## src/rtl/ecac_pkg.sv

```systemverilog
// Shared constants, types and codes for the circular autocorrelation core.
package ecac_pkg;

    localparam int MAX_BLOCK   = 1024;
    localparam int MAX_LAGS    = 64;
    localparam int SAMPLE_BITS = 16;

    localparam int ABITS     = $clog2(MAX_BLOCK);
    localparam int LBITS     = $clog2(MAX_LAGS);
    localparam int BS_W      = 11;
    localparam int LC_W      = 7;
    localparam int CFG_W     = 11;
    localparam int CFG_IDX_W = 2;
    localparam int CNT_W     = 16;
    localparam int ACC_W     = 64;
    localparam int TOT_W     = 48;
    localparam int NB_W      = BS_W + CNT_W;
    localparam int PROD_W    = 2 * SAMPLE_BITS;

    // wide multiplier: A by B, B taken one digit at a time
    localparam int WA_W   = 64;
    localparam int WB_W   = 48;
    localparam int DIG_W  = 16;
    localparam int NDIG   = WB_W / DIG_W;
    localparam int DK_W   = $clog2(NDIG);
    localparam int WP_W   = WA_W + WB_W;

    // signed width of numerator and denominator
    localparam int NW     = 98;
    localparam int Q_W    = 16;
    localparam int QK_W   = 4;

    localparam logic [CNT_W-1:0] COUNT_MAX = '1;

    localparam logic [CFG_IDX_W-1:0] REG_BLOCK_SIZE = 2'd0;
    localparam logic [CFG_IDX_W-1:0] REG_LAG_COUNT  = 2'd1;

    localparam logic CMD_SAMPLE = 1'b0;
    localparam logic CMD_FINISH = 1'b1;

    localparam logic [1:0] ST_OK    = 2'd0;
    localparam logic [1:0] ST_NOBLK = 2'd1;
    localparam logic [1:0] ST_ZVAR  = 2'd2;
    localparam logic [1:0] ST_SAT   = 2'd3;

    typedef logic signed [SAMPLE_BITS-1:0] sample_t;

    typedef struct packed {
        logic             start;
        logic             lag0;
        logic [ABITS-1:0] sh;
    } mac_ctl_t;

endpackage

```

## src/rtl/ecac_wmul.sv

```systemverilog
// Wide unsigned multiplier, one 16-bit digit of B per step.
module ecac_wmul (
    input  logic                        clk,
    input  logic                        rst_n,
    input  logic                        start,
    input  logic [ecac_pkg::WA_W-1:0]   a,
    input  logic [ecac_pkg::WB_W-1:0]   b,
    output logic                        done,
    output logic [ecac_pkg::WP_W-1:0]   p
);
    import ecac_pkg::*;

    logic                    busy_reg, ppv_reg, done_reg;
    logic [DK_W-1:0]         k_reg, ppk_reg;
    logic [WA_W-1:0]         a_reg;
    logic [WB_W-1:0]         b_reg;
    logic [WA_W+DIG_W-1:0]   pp_reg;
    logic [WP_W-1:0]         acc_reg;
    logic                    last_k;

    assign last_k = (k_reg == DK_W'(NDIG - 1));

    always_ff @(posedge clk or negedge rst_n)
    begin
        if (!rst_n)
        begin
            busy_reg <= 1'b0;
            ppv_reg  <= 1'b0;
            done_reg <= 1'b0;
            k_reg    <= '0;
        end
        else
        begin
            ppv_reg  <= busy_reg;
            done_reg <= ppv_reg && (ppk_reg == DK_W'(NDIG - 1));
            if (start)
            begin
                busy_reg <= 1'b1;
                k_reg    <= '0;
            end
            else if (busy_reg)
            begin
                k_reg <= k_reg + 1'b1;
                if (last_k)
                    busy_reg <= 1'b0;
            end
        end
    end

    always_ff @(posedge clk)
    begin
        if (start)
        begin
            a_reg   <= a;
            b_reg   <= b;
            acc_reg <= '0;
        end
        else if (ppv_reg)
            acc_reg <= acc_reg + (WP_W'(pp_reg) << (ppk_reg * DIG_W));
        pp_reg  <= a_reg * b_reg[k_reg*DIG_W +: DIG_W];
        ppk_reg <= k_reg;
    end

    assign done = done_reg;
    assign p    = acc_reg;

endmodule

```

## config.mk

```make
export PLATFORM = sky130hd
export DESIGN_NAME = ecac_wmul
export DESIGN_NICKNAME = d
export VERILOG_FILES = /design/src/rtl/ecac_pkg.sv /design/src/rtl/ecac_wmul.sv
export SDC_FILE = /design/constraint.sdc
export NUM_CORES = 2
export LEC_CHECK = 0
export BUFFER_PORTS_ARGS = -buffer_cell sky130_fd_sc_hd__buf_4
export CAP_MARGIN = 10
export CORE_UTILIZATION = 34
export CTS_BUF_LIST = sky130_fd_sc_hd__clkbuf_16
export CTS_CLUSTER_SIZE = 40
export DETAILED_ROUTE_END_ITERATION = 10
export GPL_TIMING_DRIVEN = 0
export SYNTH_ARGS = -nofsm -noshare
export SYNTH_HDL_FRONTEND = slang
export SYNTH_SLANG_ARGS = --single-unit
```

## constraint.sdc

```tcl
create_clock -name clk -period 26 [get_ports clk]
set_clock_uncertainty 0.15 [all_clocks]
set_input_delay 1.3 -clock clk [delete_from_list [all_inputs] [get_ports clk]]
set_output_delay 1.3 -clock clk [all_outputs]
set_load 0.02 [all_outputs]
```

**Word-level counts from Yosys, hierarchy flattened**

Index checks and enable logic that the tools add are counted.

- Mux-type cells: 5
- Equality and inequality tests: 2
- Multiply operators: 1
- Shift-type cells: 2
- $add $sub $neg: 2
- Reductions and logical operators: 2

Operators with widths:

| operator | count |
|---|---|
| 112-bit adder | 1 |
| 80-bit by 6-bit left shift with 112-bit output | 1 |
| 64-bit by 16-bit multiplier with 80-bit output | 1 |
| 48-bit by 7-bit indexed part select with 16-bit output | 1 |
| 2-bit == test (second input constant) | 2 |
| 2-bit two-way mux | 2 |
| 1-bit two-way mux | 3 |
| 2-bit by 1-bit adder with 2-bit output (second input constant) | 1 |
| 2-bit nonzero test | 1 |
| 1-bit logical AND | 1 |

- Output and inout port bits: 113
- Input bits: 115
- Flip-flop bits (word level): 311
- Word-level logic and storage cells: 23

**Logic depth before layout (Yosys ltp)**

- Depth in word-level cells: 4
- Mapped depth: 31
- Gate-level depth less buffers: 28

**Worst setup path after synthesis**

Ideal clock, no wire load.

- Path type: reg-to-reg
- From: register k_reg[0]
- To: register pp_reg[79]
- Slack: 17.769 ns
- Setup time: 0.125 ns
- Path buffers: 4
- Data required time: 25.725 ns
- Stages on the path, launching flop included: 27
- Period minus slack after synthesis: 8.231 ns
- Data arrival time: 7.956 ns
- Cells stage by stage: dfrtp_1 -> buf_1 -> buf_1 -> mux2i_1 -> o21ai_1 -> clkbuf_1 -> nand2_1 -> fa_1 -> inv_1 -> fa_1 -> inv_1 -> fa_1 -> inv_1 -> fa_1 -> fa_1 -> fa_1 -> ha_1 -> clkbuf_1 -> nand4_1 -> o31ai_4 -> a21oi_2 -> o31a_1 -> o41a_1 -> o41a_1 -> o21ai_1 -> mux2i_1 -> nor2_1

- Word-level cells in the longest chain between the ends: 2

RTL lines:

| what | RTL line | source |
|---|---|---|
| start: declaration | ecac_wmul.sv:14 | `logic [DK_W-1:0] k_reg, ppk_reg;` |
| start signal: assignment | ecac_wmul.sv:43 | `k_reg <= k_reg + 1'b1;` |
| 48-bit by 7-bit indexed part select with 16-bit output | ecac_wmul.sv:60 | `pp_reg <= a_reg * b_reg[k_reg*DIG_W +: DIG_W];` |
| 64-bit by 16-bit multiplier with 80-bit output | ecac_wmul.sv:60 |  |
| end signal: assignment | ecac_wmul.sv:60 |  |
| end: declaration | ecac_wmul.sv:17 | `logic [WA_W+DIG_W-1:0] pp_reg;` |

No other way between the ends.
A chain may end at the register's enable or synchronous reset.

**Final worst setup path**

- From: register k_reg[0]
- To: register pp_reg[76]

Same word-level chain as after synthesis.

==> run_results.csv <==
group,metric,value,unit
setup_path,cp_max_fo,10,
cts,cts_max_path_buffers,3,
floorplan,io_pins,228,
setup_path,worstPathRequired,26.32,ns
grt,grt_use_total,24.57,%
place,place_hpwl,152900,um
yosys,yosysSeqAreaShare,14.84,%
setup_path,critPathArrivalTime,12.11,ns
layout,stdcell_area,55410,um2
detailed_routing,wl_per_cell,23.08,um
layout,drive_above_1_share,5.880,%
yosys,avgSynthCellArea,8.733,um2
cts,path_clk_slew,0.06,ns
cts,cts.hold.buffers_added,0,
job,maxCapViolations,0,
yosys,synth_area_leaders,"fa_1 (35%), dfxtp_1 (7.8%), inv_1 (7.1%), nand2_1 (6.9%), edfxtp_1 (6.8%)",
grt,grt_max_degree,91,
min_path,hp-class,"input port to async pin",
detailed_routing,wl_met2,81760,um
grt,antenna_found_initial,9,
detailed_routing,dr_wl_met3,13980,um
yosys,synth_area,49680,um2
cts,cts_root_buf,"clkbuf_16",
layout,nets,7217,
yosys,yosysTopAreaCellShare,34.94,%
yosys,synth_ff_type,"dfxtp_1",
cts,post_cts_buffers,0,
cts,clock-sinks,311,
floorplan,die_h,384.3,um
yosys,synth-seq-cells,311,
detailed_routing,vias,41452,
cts,cts_tree,"yes",
detailed_routing,drc,0,
detailed_routing,first_iter_violations,3436,
timing,slew-limit-headroom,11.07,%
yosys,synth.distinct_cells,78,
setup_path,setup.worst_path.class,"flip-flop to flip-flop",
setup_path,end_kind,"flip-flop",
floorplan,die_w,384.3,um
layout,utilization,38.39,%
cts,cts.repair.resized,0,
yosys,async_reset_ff_share,1.608,%
timing,hold_violations,0,
floorplan,start_util,34.42,%
detailed_routing,first_pass_iters,6,
timing,fmax,84.84,MHz
timing,min_period_over_period,45.33,%
cts,htreeDepth,2,
run_status,outcome,"completed",
cts,cts_buffers,41,
setup_path,startpoint_type,"flip-flop",
place,placed_cell_area,53970,um2
detailed_routing,viasPerCell,5.240,
detailed_routing,wl,182600,um
layout,largest_reg_flops,112,
yosys,synthCells,5689,
detailed_routing,wl_met1,77340,um
timing,drv_slew,0,
timing,rsz0062_at_grt,"false",
timing,finalSetupViolations,0,
cts,clk_latency,0.64,ns
floorplan,die_area,147700,um2
timing,layout_min_cycle_time,11.79,ns
place,io_buffers,227,
yosys,synth_warnings,0,
timing,holdWs,0.3130,ns
yosys,yosysTopAreaCell,"fa_1",
grt,gr-total-overflow,0,
detailed_routing,final_antenna_net_count,0,
detailed_routing,top_layer,"met5",
grt,grt_pass1_vias,42405,
floorplan,rows,139,
timing,finalSetupTns,0,ns
yosys,syn_nets,6935,
yosys,synth-edff-count,112,
grt,grt_pass1_wl,271700,um
place,gp_congestion,0.9819,
timing,tightest_slew,1.325,ns
floorplan,core-area,144400,um2
layout,area_growth_syn_to_layout,11.53,%
## through the flow
stage,setup slack [ns],std cells
floorplan,17.77,5689
global placement,13.86,7819
detailed placement,14.26,7830
CTS,14.22,7905
global route,13.93,7906
finish,14.21,7910
## layout make-up
cell class	instances	area, um2
fill	14752	88940
timing repair buffer	239	1879
clock inverter	33	369.1
clock buffer	42	1051
sequential	311	7372
antenna	4	10.01
buffer	318	1195
tap	1903	2381
multi-input combinational	4122	37630
inverter	938	3521
## routing by layer
layer | vias up | track usage, %
met5 | - | 0
met2 | 1780 | 39.14
met4 | 18 | 10.60
met1 | 20735 | 32.99
li1 | 18537 | -
met3 | 382 | 3.827
## final timing paths
path,from,end,slack (ns),depth (start not counted)
min in group clk,busy_reg,ppv_reg,0.34,0
max in group asynchronous,rst_n,k_reg[1],25.26,1
worst min-delay path,rst_n,done,0.31,1
worst max-delay path,k_reg[0],pp_reg[76],14.21,26
worst max register to register,k_reg[0],pp_reg[76],14.21,26
worst min register to register,busy_reg,ppv_reg,0.34,0
## layout by cell type, fill, tap and decap left out, types with 18 or more instances in the layout
| cell type | n |
|---|---|
| buf_4 | 227 |
| nor2_1 | 208 |
| edfxtp_1 | 112 |
| xnor2_1 | 104 |
| and2_1 | 374 |
| nor3_1 | 32 |
| inv_1 | 946 |
| dfxtp_1 | 194 |
| o21ai_1 | 45 |
| nand2_1 | 914 |
| mux2_2 | 19 |
| clkbuf_16 | 42 |
| xor2_1 | 65 |
| a31oi_1 | 29 |
| a21oi_1 | 286 |
| ha_1 | 264 |
| nand4_1 | 79 |
| a21o_1 | 116 |
| nand3_1 | 33 |
| a211oi_1 | 18 |
| or3_1 | 19 |
| nor2b_1 | 35 |
| clkbuf_1 | 303 |
| mux2i_1 | 152 |
| o21a_1 | 24 |
| fa_1 | 867 |
| o21bai_1 | 54 |
| o21ai_0 | 174 |
## cell families (layout without fill, tap and decap cells)
| kind of cell | count (synthesis) | after routing | synth area share (%) |
|---|---|---|---|
| simple gates | 1766 | 1766 | 16.53 |
| buf+inv | 1256 | 1570 | 9.492 |
| fa+ha+maj | 1131 | 1131 | 41.58 |
| compound gates | 885 | 885 | 11.08 |
| flops | 311 | 311 | 14.84 |
| mux | 171 | 171 | 3.493 |
| xor+xnor | 169 | 169 | 2.979 |
| other cells | 0 | 4 | 0 |
## cell usage after synthesis, types with 18 or more instances
master and count:
dfxtp_1 194, and2_1 374, nand4_1 79, clkbuf_1 303, o21a_1 24, nor2b_1 35
o21ai_0 174, a21o_1 116, nand3_1 33, xor2_1 65, nand2_1 914, mux2i_1 152
ha_1 264, a211oi_1 18, o21ai_1 53, a31oi_1 29, o21bai_1 54, or3_1 19
edfxtp_1 112, nor2_1 208, mux2_2 19, inv_1 938, xnor2_1 104, fa_1 867
nor3_1 32, a21oi_1 286
## critical path, cell delays in order, from the launching register on
cell,delay (ns)
dfrtp_1,0.60
buf_1,0.69
buf_1,0.99
mux2i_1,0.18
o21ai_1,1.05
clkbuf_1,0.96
and2_1,0.32
fa_1,0.45
fa_1,0.41
fa_1,0.53
fa_1,0.43
fa_1,0.49
inv_1,0.05
fa_1,0.48
inv_1,0.05
ha_1,0.26
clkbuf_1,0.29
and3_1,0.23
and4_1,0.19
a32oi_1,0.18
a211oi_1,0.88
a211o_1,0.30
a21oi_1,0.13
o21ai_1,0.32
a21oi_1,0.23
mux2i_1,0.16
a2111oi_1,0.58
Power is left out: the tool's default activity adds up to more than one toggle a clock period on the data nets, which glitch-free logic cannot reach.
