## config.mk

```make
export PLATFORM = sky130hd
export DESIGN_NAME = ecac_div
export DESIGN_NICKNAME = d
export VERILOG_FILES = /design/src/rtl/ecac_pkg.sv /design/src/rtl/ecac_div.sv
export SDC_FILE = /design/constraint.sdc
export NUM_CORES = 1
export LEC_CHECK = 0
export BUFFER_PORTS_ARGS = -buffer_cell sky130_fd_sc_hd__buf_2
export CAP_MARGIN = 5
export CORE_MARGIN = 2
export CORE_UTILIZATION = 36
export DETAILED_ROUTE_END_ITERATION = 8
export PLACE_DENSITY = 0.62
export SYNTH_ARGS = -nofsm -noshare
export SYNTH_HDL_FRONTEND = slang
export SYNTH_SLANG_ARGS = --single-unit
```

## constraint.sdc

```tcl
create_clock -name clk -period 8.8 [get_ports clk]
set_input_delay 0.88 -clock clk [delete_from_list [all_inputs] [get_ports clk]]
set_output_delay 0.88 -clock clk [all_outputs]
set_load 0.005 [all_outputs]
```

## src/rtl/ecac_pkg.sv

```systemverilog
// Shared constants, types and codes for the circular autocorrelation core.
package ecac_pkg;

    localparam int MAX_BLOCK   = 1024;
    localparam int MAX_LAGS    = 64;
    localparam int SAMPLE_BITS = 16;

    localparam int ABITS     = $clog2(MAX_BLOCK);
    localparam int LBITS     = $clog2(MAX_LAGS);
    localparam int BS_W      = 11;
    localparam int LC_W      = 7;
    localparam int CFG_W     = 11;
    localparam int CFG_IDX_W = 2;
    localparam int CNT_W     = 16;
    localparam int ACC_W     = 64;
    localparam int TOT_W     = 48;
    localparam int NB_W      = BS_W + CNT_W;
    localparam int PROD_W    = 2 * SAMPLE_BITS;

    // wide multiplier: A by B, B taken one digit at a time
    localparam int WA_W   = 64;
    localparam int WB_W   = 48;
    localparam int DIG_W  = 16;
    localparam int NDIG   = WB_W / DIG_W;
    localparam int DK_W   = $clog2(NDIG);
    localparam int WP_W   = WA_W + WB_W;

    // signed width of numerator and denominator
    localparam int NW     = 98;
    localparam int Q_W    = 16;
    localparam int QK_W   = 4;

    localparam logic [CNT_W-1:0] COUNT_MAX = '1;

    localparam logic [CFG_IDX_W-1:0] REG_BLOCK_SIZE = 2'd0;
    localparam logic [CFG_IDX_W-1:0] REG_LAG_COUNT  = 2'd1;

    localparam logic CMD_SAMPLE = 1'b0;
    localparam logic CMD_FINISH = 1'b1;

    localparam logic [1:0] ST_OK    = 2'd0;
    localparam logic [1:0] ST_NOBLK = 2'd1;
    localparam logic [1:0] ST_ZVAR  = 2'd2;
    localparam logic [1:0] ST_SAT   = 2'd3;

    typedef logic signed [SAMPLE_BITS-1:0] sample_t;

    typedef struct packed {
        logic             start;
        logic             lag0;
        logic [ABITS-1:0] sh;
    } mac_ctl_t;

endpackage

```

## src/rtl/ecac_div.sv

```systemverilog
// Restoring divider giving a saturated Q1.15 ratio, one quotient bit per cycle.
module ecac_div (
    input  logic                            clk,
    input  logic                            rst_n,
    input  logic                            start,
    input  logic signed [ecac_pkg::NW-1:0]  num,
    input  logic signed [ecac_pkg::NW-1:0]  den,
    output logic                            done,
    output logic signed [ecac_pkg::Q_W-1:0] q
);
    import ecac_pkg::*;

    logic              busy_reg, done_reg;
    logic [QK_W-1:0]   k_reg;
    logic [NW:0]       r_reg;
    logic [NW-1:0]     ad_reg;
    logic [Q_W-1:0]    q_reg;
    logic              neg_reg, sat_reg;
    logic [NW-1:0]     an, ad;
    logic [NW:0]       cand;
    logic              ge;
    logic [Q_W:0]      qv;

    assign an   = num[NW-1] ? -num : num;
    assign ad   = den[NW-1] ? -den : den;
    assign cand = (k_reg == '0) ? r_reg : {r_reg[NW-1:0], 1'b0};
    assign ge   = cand >= {1'b0, ad_reg};

    always_ff @(posedge clk or negedge rst_n)
    begin
        if (!rst_n)
        begin
            busy_reg <= 1'b0;
            done_reg <= 1'b0;
            k_reg    <= '0;
        end
        else
        begin
            done_reg <= busy_reg && (k_reg == '1);
            if (start)
            begin
                busy_reg <= 1'b1;
                k_reg    <= '0;
            end
            else if (busy_reg)
            begin
                k_reg <= k_reg + 1'b1;
                if (k_reg == '1)
                    busy_reg <= 1'b0;
            end
        end
    end

    always_ff @(posedge clk)
    begin
        if (start)
        begin
            r_reg   <= {1'b0, an};
            ad_reg  <= ad;
            q_reg   <= '0;
            neg_reg <= num[NW-1] ^ den[NW-1];
            // ratio of two or more saturates either way
            sat_reg <= {1'b0, an} >= {ad, 1'b0};
        end
        else if (busy_reg)
        begin
            r_reg <= ge ? cand - {1'b0, ad_reg} : cand;
            q_reg <= {q_reg[Q_W-2:0], ge};
        end
    end

    always_comb
    begin
        qv = sat_reg ? {1'b1, {Q_W{1'b0}}} : {1'b0, q_reg};
        if (neg_reg)
            q = (qv > (Q_W+1)'(32768)) ? Q_W'(-32768) : Q_W'(-qv);
        else
            q = (qv > (Q_W+1)'(32767)) ? Q_W'(32767) : Q_W'(qv);
    end

    assign done = done_reg;

endmodule

```

# After elaboration in Yosys (flattened, before gate mapping)
# Index checks and enable logic that the tools add are counted.
[classes]
addsub = 5
mul = 0
div = 0
magnitude_cmp = 4
n_eq_ne = 1
shift = 0
muxes = 15
n_bitwise = 1
n_reduce_logical = 3
[op_table]
columns = ["cell", "n"]
rows = [
  ["2-to-1 mux 98 bit", 4],
  ["2-to-1 mux 99 bit", 2],
  ["negation 98 bit", 2],
  [">= comparator 98 x 99 -> 1 bit", 1],
  [">= comparator 99 x 98 -> 1 bit", 1],
  ["subtractor 99 x 98 -> 99 bit", 1],
  ["2-to-1 mux 16 bit", 3],
  ["> comparator 17 x 15 -> 1 bit, second input constant", 1],
  ["> comparator 17 x 16 -> 1 bit, second input constant", 1],
  ["2-to-1 mux 17 bit", 1],
  ["negation 16 bit", 1],
  ["2-to-1 mux 4 bit", 2],
  ["adder 4 x 1 -> 4 bit, second input constant", 1],
  ["equality test 4 bit, second input constant", 1],
  ["zero test 4 bit", 1],
  ["2-to-1 mux 1 bit", 3],
  ["nonzero test 2 bit", 1],
  ["logical AND 1 bit", 1],
  ["bitwise XOR 1 bit", 1],
]
[word_totals]
reg_bits = 221
latch_bits = 0
ram_bits = 0
rom_bits = 0
out_inout_bits = 17
wordCells = 38
mem_count = 0

# Logic depth before layout (Yosys ltp)
# Gate-level depths: netlist (run 1).
[depth]
ltp_word = 6
depth_mapped = 22

# Worst setup path before layout (run 1)
# OpenSTA, ideal clock, no wires.
[synth_path]
kind = "register -> register"
startpoint = "register k_reg[0]"
endpoint = "register r_reg[3], data pin"
arrival_ps = 5147
required_ps = 8529
path_slack_ps = 3383
path_stages_with_launch = 21
n_path_buf = 6
period_less_slack_ps = 5417
path_cell_list = "dfrtp_1 > inv_1 > ha_1 > nor3b_1 > buf_1 > buf_1 > clkbuf_1 > mux2_2 > ha_1 > nand3_1 > o21bai_1 > a2111oi_0 > o2111a_1 > o21a_1 > or4b_1 > and2_1 > buf_1 > clkbuf_1 > clkbuf_1 > mux2i_1 > a21oi_1"
[synth_between]
elab_chain_cells = 6
word_cells_on_any_way = 7
cone_classes = "1 x add/sub; 1 x order compare; 4 x mux; 1 x reduce/logical"
[synth_lines]
columns = ["element", "line", "text"]
rows = [
  ["from (decl)", "ecac_div.sv:14", "logic [QK_W-1:0] k_reg;"],
  ["from (signal assigned)", "ecac_div.sv:47", "k_reg <= k_reg + 1'b1;"],
  ["zero test 4 bit *", "ecac_div.sv:26", "assign cand = (k_reg == '0) ? r_reg : {r_reg[NW-1:0], 1'b0};"],
  ["2-to-1 mux 99 bit *", "ecac_div.sv:26", ""],
  ["subtractor 99 x 98 -> 99 bit / >= comparator 99 x 98 -> 1 bit (equally long branches)", "ecac_div.sv:67, ecac_div.sv:27", ""],
  ["2-to-1 mux 99 bit *", "ecac_div.sv:67", "r_reg <= ge ? cand - {1'b0, ad_reg} : cand;"],
  ["2-to-1 mux 98 bit *", "ecac_div.sv:65", "else if (busy_reg)"],
  ["2-to-1 mux 98 bit *", "ecac_div.sv:56", "if (start)"],
  ["to (signal assigned)", "ecac_div.sv:58", "r_reg <= {1'b0, an};"],
  ["to (signal assigned)", "ecac_div.sv:67", ""],
  ["to (decl)", "ecac_div.sv:15", "logic [NW:0] r_reg;"],
]
# Every way passes the cells marked *; elsewhere a longest branch is shown, timed or not. The select of a mux whose other input is x is not followed.
# A chain may end at the register's enable or synchronous reset.

# Worst setup path after layout (run 1)
[layout_path]
startpoint = "input port den[2] in the netlist's numbering"
endpoint = "register sat_reg, data pin"
[layout_between]
elab_chain_cells = 3
[layout_lines]
columns = ["element", "line", "text"]
rows = [
  ["from (decl)", "ecac_div.sv:7", "input logic signed [ecac_pkg::NW-1:0] den,"],
  ["negation 98 bit", "ecac_div.sv:25", "assign ad = den[NW-1] ? -den : den;"],
  ["2-to-1 mux 98 bit *", "ecac_div.sv:25", ""],
  [">= comparator 98 x 99 -> 1 bit *", "ecac_div.sv:63", "sat_reg <= {1'b0, an} >= {ad, 1'b0};"],
  ["to (signal assigned)", "ecac_div.sv:63", ""],
  ["to (decl)", "ecac_div.sv:18", "logic neg_reg, sat_reg;"],
]
# Every way passes the cells marked *; elsewhere a longest branch is shown, timed or not.

==> metrics.md, run 1 <==
| Metric | Value |
|---|---|
| Outcome | `complete, no violations` |
| CP Launch Point | `den[2]` |
| Seq cells post-synth | `221` |
| Die W | `264 µm` |
| Reg2reg start | `k_reg[0]` |
| Syn_area_per_cell | `8.23 µm²` |
| Height of the die | `264 µm` |
| Ys async rst share | `0.0271` |
| Reg2Reg Setup Slack | `2.46 ns` |
| Final Critical Period | `6.79 ns` |
| Final hold viol count | `0` |
| Initial DRC count | `2,045` |
| Die area | `69,800 µm²` |
| Max Clock Freq | `0.147 GHz` |
| HP Class | `in2async` |
| Vias in the first global route | `21,297` |
| CTS H-tree lvls | `1` |
| Crit Path Class | `in2reg` |
| Register area share after synthesis | `0.264` |
| Area Growth Syn to Fin | `11.1%` |
| # DRC | `0` |
| Commonest non-fill, non-tap cell in the layout | `a21oi_1` |
| Critical R2R Capture | `r_reg[45]` |
| Top sig layer | `met5` |
| Max-cap violation count | `0` |
| Reg clk slew, reported paths | `0.06 ns` |
| Critical path endpoint | `sat_reg` |
| Largest net degree at the start of global routing | `101` |
| CTS Buf Count | `27` |
| Core area | `67,000 µm²` |
| Clock skew | `0.0224 ns` |
| Fin util | `0.404` |
| Vias | `22,682` |
| Setup_tns | `0 ns` |
| Worst-Margin Slew | `1.11 ns` |
| IO Pins | `216` |
| Mapped cell area | `24,400 µm²` |
| CTS Root Cell | `clkbuf_16` |
| Most frequent cells in the layout | `250 x a21oi_1, 248 x nand2_1, 240 x inv_1, 212 x buf_2, 206 x o21ai_0` |
| Fin nets | `3,473` |
| Detail Placement HPWL | `65.2 mm` |
| Met2 wire length | `37.1 mm` |
| Clk sinks | `221` |
| Skew-Pair Late Insertion Delay | `0.58 ns` |
| Post-Syn Nets | `3,360` |
| Metal-1 WL | `35.6 mm` |
| Reg2reg path depth | `17` |
| Worst setup SP type | `primary input` |
| Fin crit share | `0.771` |
| Share of layout cells above drive strength 1 | `0.135` |
| Max rail drop VDD | `0.000237 V` |
| Vias per inst | `5.71` |
| Cell Rows | `95` |
| Cts hold-fix bufs | `0` |
| TritonRoute pass-1 iters | `6` |
| Detail Route Antenna Nets | `0` |
| Setup violations, final | `0` |
| PwrDens | `313 nW/µm²` |
| Max reg flops | `99` |
| Slowest cell on the critical path | `nor4_1` |
| Main flop type after synthesis | `edfxtp_1` |
| Final wirelength | `81.5 mm` |
| DR WL met3 | `6.21 mm` |
| Leak | `11.4 nW` |
| Max_slew headroom | `0.260` |
| CP cell instances | `buf_2 > nor4_1 > nand3_1 > or3_1 > or2_2 > nor2_1 > nand3_1 > nor4_1 > nand2_1 > o41ai_2 > xor2_1 > ha_1 > nand4_1 > nor2_1 > nand2_1 > nor4_1 > nand3_1 > o311a_1 > o21ai_0` |
| Ys Warns | `0` |
| CP max FO | `6` |
| Port Buffers | `215` |
| PostCTS Resize Cnt | `0` |
| CTS tree | `done` |
| CP Data Required Time | `9.20 ns` |
| Number of flops mapped to enable cells by yosys | `198` |
| Total gr overflow | `0` |
| Cells after synthesis | `2,959` |
| Tot GR Track Use | `0.227` |
| Wirelength per Cell | `20.5 µm` |
| CP max stage delay | `0.73 ns` |
| Initial antenna violation count | `12` |
| RSZ-0062 raised after global routing | `false` |
| Setup bufs post-CTS | `0` |
| Longest Clk Path Bufs | `3` |
| Filler Cell Count | `6,906` |
| Worst EP arrival | `7.18 ns` |
| Initial Util | `0.363` |
| RD Place Congestion | `0.970` |
| First-pass GRT wire length | `125 mm` |
| Max-slew violation count | `0` |
| Capturing element type of the critical path | `flop` |
| Post-synth cell types | `78` |
[worst max-delay path: cells and delay by family]
kind	cells	cell delay, ns
and+or+nand+nor	13	4.67
AOI/OAI and AO/OA	3	1.09
adders and majority gates	1	0.31
buffers and inverters	1	0.13
xor gates and xnor gates	1	0.12
[area by class of cell]
class / instances / area (µm²) / area share
inverters: 241 / 907 / 0.0335
diodes: 4 / 10.0 / 0.000370
clock buffers: 36 / 772 / 0.0285
multi-input cells: 2350 / 16500 / 0.609
well taps: 873 / 1090 / 0.0404
clock inverters: 13 / 128 / 0.00472
flip-flops and latches: 221 / 6440 / 0.238
repair buffers: 231 / 1220 / 0.0451
[per-stage QoR]
stage | total power [mW] | cells | setup slack, ns | cell area [µm²] | hold slack [ns]
3_5_place_dp | 7.21 | 3916 | 1.59 | 26100 | 0.476
5_1_grt | 9.14 | 3967 | 1.70 | 27000 | 0.123
6_report | 8.48 | 3969 | 2.01 | 27100 | 0.130
4_1_cts | 8.40 | 3965 | 2.16 | 27000 | 0.109
3_3_place_gp | 7.18 | 3916 | 1.67 | 26100 | 0.466
2_1_floorplan | 5.82 | 2959 | 3.38 | 24400 | 0.451
[worst min path at each step]
stage,from,to,depth (start not counted)
after floorplan,r_reg[98],r_reg[98],2
after global placement,r_reg[98],r_reg[98],2
after detailed placement,r_reg[98],r_reg[98],2
after CTS,rst_n,k_reg[2],1
after global routing,rst_n,k_reg[2],1
final,rst_n,k_reg[2],1
[cells in the mapped netlist, types with 33 or more instances]
library cell    n  area share
xnor2_1       164       0.059
nand4_1        87       0.022
nor3_1         62       0.013
o31ai_1        60       0.018
o21bai_1       33       0.010
xor2_1        134       0.048
mux2_2        101       0.047
ha_1          201        0.10
o21ai_0       206       0.042
nor2_1        203       0.031
edfxtp_1      198        0.24
o21a_1         33       0.010
clkbuf_1      131       0.020
nand2_1       250       0.039
a21o_1         82       0.025
a21oi_1       250       0.051
nand3_1        33      0.0068
mux2i_1        65       0.027
inv_1         241       0.037
[kinds of logic (layout without fill, tap and decap cells)]
family                   count (synthesis)  in the layout  share of synthesized area
buffers and inverters                  388            521                     0.0599
other                                    0              4                          0
AND/OR/NAND/NOR                        839            839                      0.170
multiplexers                           166            166                     0.0734
flip-flops                             221            221                      0.264
adder cells (fa/ha/maj)                202            202                      0.104
XOR/XNOR                               298            298                      0.107
AO/OA/AOI/OAI                          845            845                      0.222
[power breakdown]
part | switching [mW] | internal [mW] | leakage (nW)
Combinational | 3.45 | 2.17 | 8.74
Clock | 0.477 | 0.675 | 0.447
Sequential | 0.148 | 1.55 | 2.21
Total | 4.08 | 4.40 | 11.4
[per-layer routing]
layer / vias to the layer above / GRT usage
li1: 11097 / -
met1: 10653 / 0.309
met2: 794 / 0.371
met3: 128 / 0.0343
met4: 10 / 0.0703
met5: - / 0
(Power assumes the default switching activity.)
==> run 2, diff against run 1 <==
PLACE_DENSITY = 0.64   (was 0.62)
clock period = 5.65 ns   (was 8.8 ns; I/O delays follow)
==> run 2 against run 1 <==
Sequential cell count did not move. Die area did not move. Sequential share of layout area fell by 0.89 points. Cell area rose by 3.9%. Routed wire length rose by 6.0%. Via count rose by 3.2%. Power rose by 62%. Sequential power rose by 56%. Clock-buffer cell count did not move. Final cell count rose by 3.4%. Critical path depth did not move.
==> metrics.md, run 2 (synthesis gave the netlist of run 1 again) <==
| Metric | Value |
|---|---|
| Outcome | `complete, no violations` |
| Max rail drop VDD | `0.000263 V (+11%)` |
| Tot GR Track Use | `0.241 (+0.0140)` |
| Reg2Reg Setup Slack | `0.29 ns (-2.17 ns)` |
| Total gr overflow | `0 (unchanged)` |
| CTS Buf Count | `27 (unchanged)` |
| Die W | `264 µm (unchanged)` |
| Wirelength per Cell | `21.1 µm (+2.6%)` |
| Final wirelength | `86.4 mm (+6.0%)` |
| Critical R2R Capture | `r_reg[0]` |
| Reg2reg path depth | `19 (+2)` |
| IO Pins | `216 (unchanged)` |
| Vias in the first global route | `22,666 (+6.4%)` |
| Cell Rows | `95 (unchanged)` |
| Port Buffers | `215 (unchanged)` |
| Height of the die | `264 µm (unchanged)` |
| Die area | `69,800 µm² (unchanged)` |
| CP Data Required Time | `6.09 ns (-3.11 ns)` |
| Core area | `67,000 µm² (unchanged)` |
| Max-cap violation count | `0 (unchanged)` |
| Clock skew | `0.0391 ns (+0.0167 ns)` |
| Final Critical Period | `5.36 ns` |
| # DRC | `0 (unchanged)` |
| Longest Clk Path Bufs | `3 (unchanged)` |
| Leak | `12.0 nW (+5.6%)` |
| First-pass GRT wire length | `133 mm (+6.1%)` |
| Area Growth Syn to Fin | `15.4%` |
| Max_slew headroom | `0.256 (-0.00394)` |
| Crit Path Class | `reg2reg` |
| Clk sinks | `221 (unchanged)` |
| RSZ-0062 raised after global routing | `false` |
| Detail Route Antenna Nets | `0 (unchanged)` |
| Fin crit share | `0.949` |
| Initial DRC count | `2,224 (+8.8%)` |
| Initial antenna violation count | `10 (-2)` |
| Number of cells on the worst hold path | `1` |
| Max-slew violation count | `0 (unchanged)` |
| Initial Util | `0.363 (unchanged)` |
| Worst-Margin Slew | `1.12 ns (+0.00591 ns)` |
| Dpl cell area | `27,200 µm² (+4.1%)` |
| Setup bufs post-CTS | `0 (unchanged)` |
| Fin nets | `3,604 (+3.8%)` |
| Share of layout cells above drive strength 1 | `0.169 (+0.0345)` |
| HP Class | `in2reg` |
| CTS tree | `done` |
| Setup violations, final | `0 (unchanged)` |
| Detail Placement HPWL | `70.5 mm (+8.2%)` |
| CTS H-tree lvls | `1 (unchanged)` |
| Reg clk slew, reported paths | `0.07 ns (about the same)` |
| Capturing element type of the critical path | `flop` |
| PwrDens | `487 nW/µm² (+56%)` |
| Skew-Pair Late Insertion Delay | `0.59 ns (about the same)` |
| Worst hold start | `den[0]` |
| Design Power | `13.7 mW (+62%)` |
| CTS Root Cell | `clkbuf_16` |
| CP max FO | `34 (+28)` |
| RD Place Congestion | `0.972 (+0.26%)` |
| Final Cell Area | `28,100 µm² (+3.9%)` |
| Final hold viol count | `0 (unchanged)` |
| Vias | `23,413 (+3.2%)` |
| Reg2reg start | `k_reg[0]` |
| Worst EP arrival | `5.81 ns (-1.37 ns)` |
| TritonRoute pass-1 iters | `5 (-1)` |
| Max reg flops | `99 (unchanged)` |
| Vias per inst | `5.71 (-0.15%)` |
| Commonest non-fill, non-tap cell in the layout | `a21oi_1` |
| Max Clock Freq | `0.186 GHz` |
| Worst hold endpoint | `ad_reg[0]` |
| Hold_ws | `0.238 ns (+0.107 ns)` |
| Largest net degree at the start of global routing | `138 (+37%)` |
| Worst setup SP type | `flop` |
| Most frequent cells in the layout | `250 x a21oi_1, 248 x nand2_1, 240 x inv_1, 212 x buf_2, 205 x o21ai_0` |
run 2: cell types whose count changed in the layout (fill, tap and decap cells not counted), sizes merged, moves of 2 or more:
cell	before	now
inv	245	242
diode	4	6
clkinvlp	0	2
buf	231	361
clkinv	7	10
run 2: worst max path at each step:
stage	from	to	slack, ns	cells past startpoint
finish	k_reg[0]	r_reg[0]	0.29	19
floorplan	k_reg[0]	r_reg[3]	0.23	20
global route	k_reg[0]	r_reg[89]	0.009	20
CTS	k_reg[0]	r_reg[71]	0.0006	19
detailed placement	den[12]	sat_reg	-0.18	21
global placement	den[12]	sat_reg	-0.14	18
run 2: through the flow:
stage	setup TNS, ns	util	setup slack (ns)	std cells
after floorplan	0	-	0.233	2959
after global placement	-0.137	0.406	-0.137	4046
after detailed placement	-0.176	0.406	-0.176	4046
after CTS	0	0.419	0.000564	4097
after global routing	0	0.419	0.00861	4098
final	0	0.419	0.286	4103
run 2: layer usage:
layer,GRT usage,up-vias,part of all wire
li1,-,11339,-
met1,0.334,11177,0.45
met2,0.396,781,0.45
met3,0.0263,114,0.069
met4,0.0723,2,0.031
met5,0,-,0.00014
run 2: final cells by class:
class | count | area, µm²
inverters | 241 | 907
diodes | 6 | 15.0
multi-input cells | 2350 | 16500
clock buffers | 36 | 749
well taps | 873 | 1090
flip-flops and latches | 221 | 6440
clock inverters | 14 | 100
fillers | 6894 | 38900
repair buffers | 362 | 2310
run 2: where the power goes:
part	internal [mW]	switching [mW]
Clock	0.973	0.752
Sequential	2.41	0.230
Combinational	3.72	5.61
run 2: worst max-delay path, cell delays in order (launching register included):
cell and delay [ns]:
dfrtp_1 0.42, inv_1 0.08, ha_1 0.14, nor3b_2 0.22
buf_12 0.20, buf_12 0.21, buf_4 0.23, mux2_2 0.36
ha_1 0.45, nand4_1 0.25, nor3_1 0.55, and4_1 0.31
a31o_2 0.16, a311oi_1 0.05, or4b_1 0.23, and2_4 0.44
buf_12 0.24, a21oi_1 0.06, a21oi_1 0.28, mux2_2 0.29
run 2: repair_timing:
action	CTS	global route
resized for setup	0	5
endpoints found under the setup margin	0	13
endpoints found under the hold margin	6	0
hold buffers	1	0
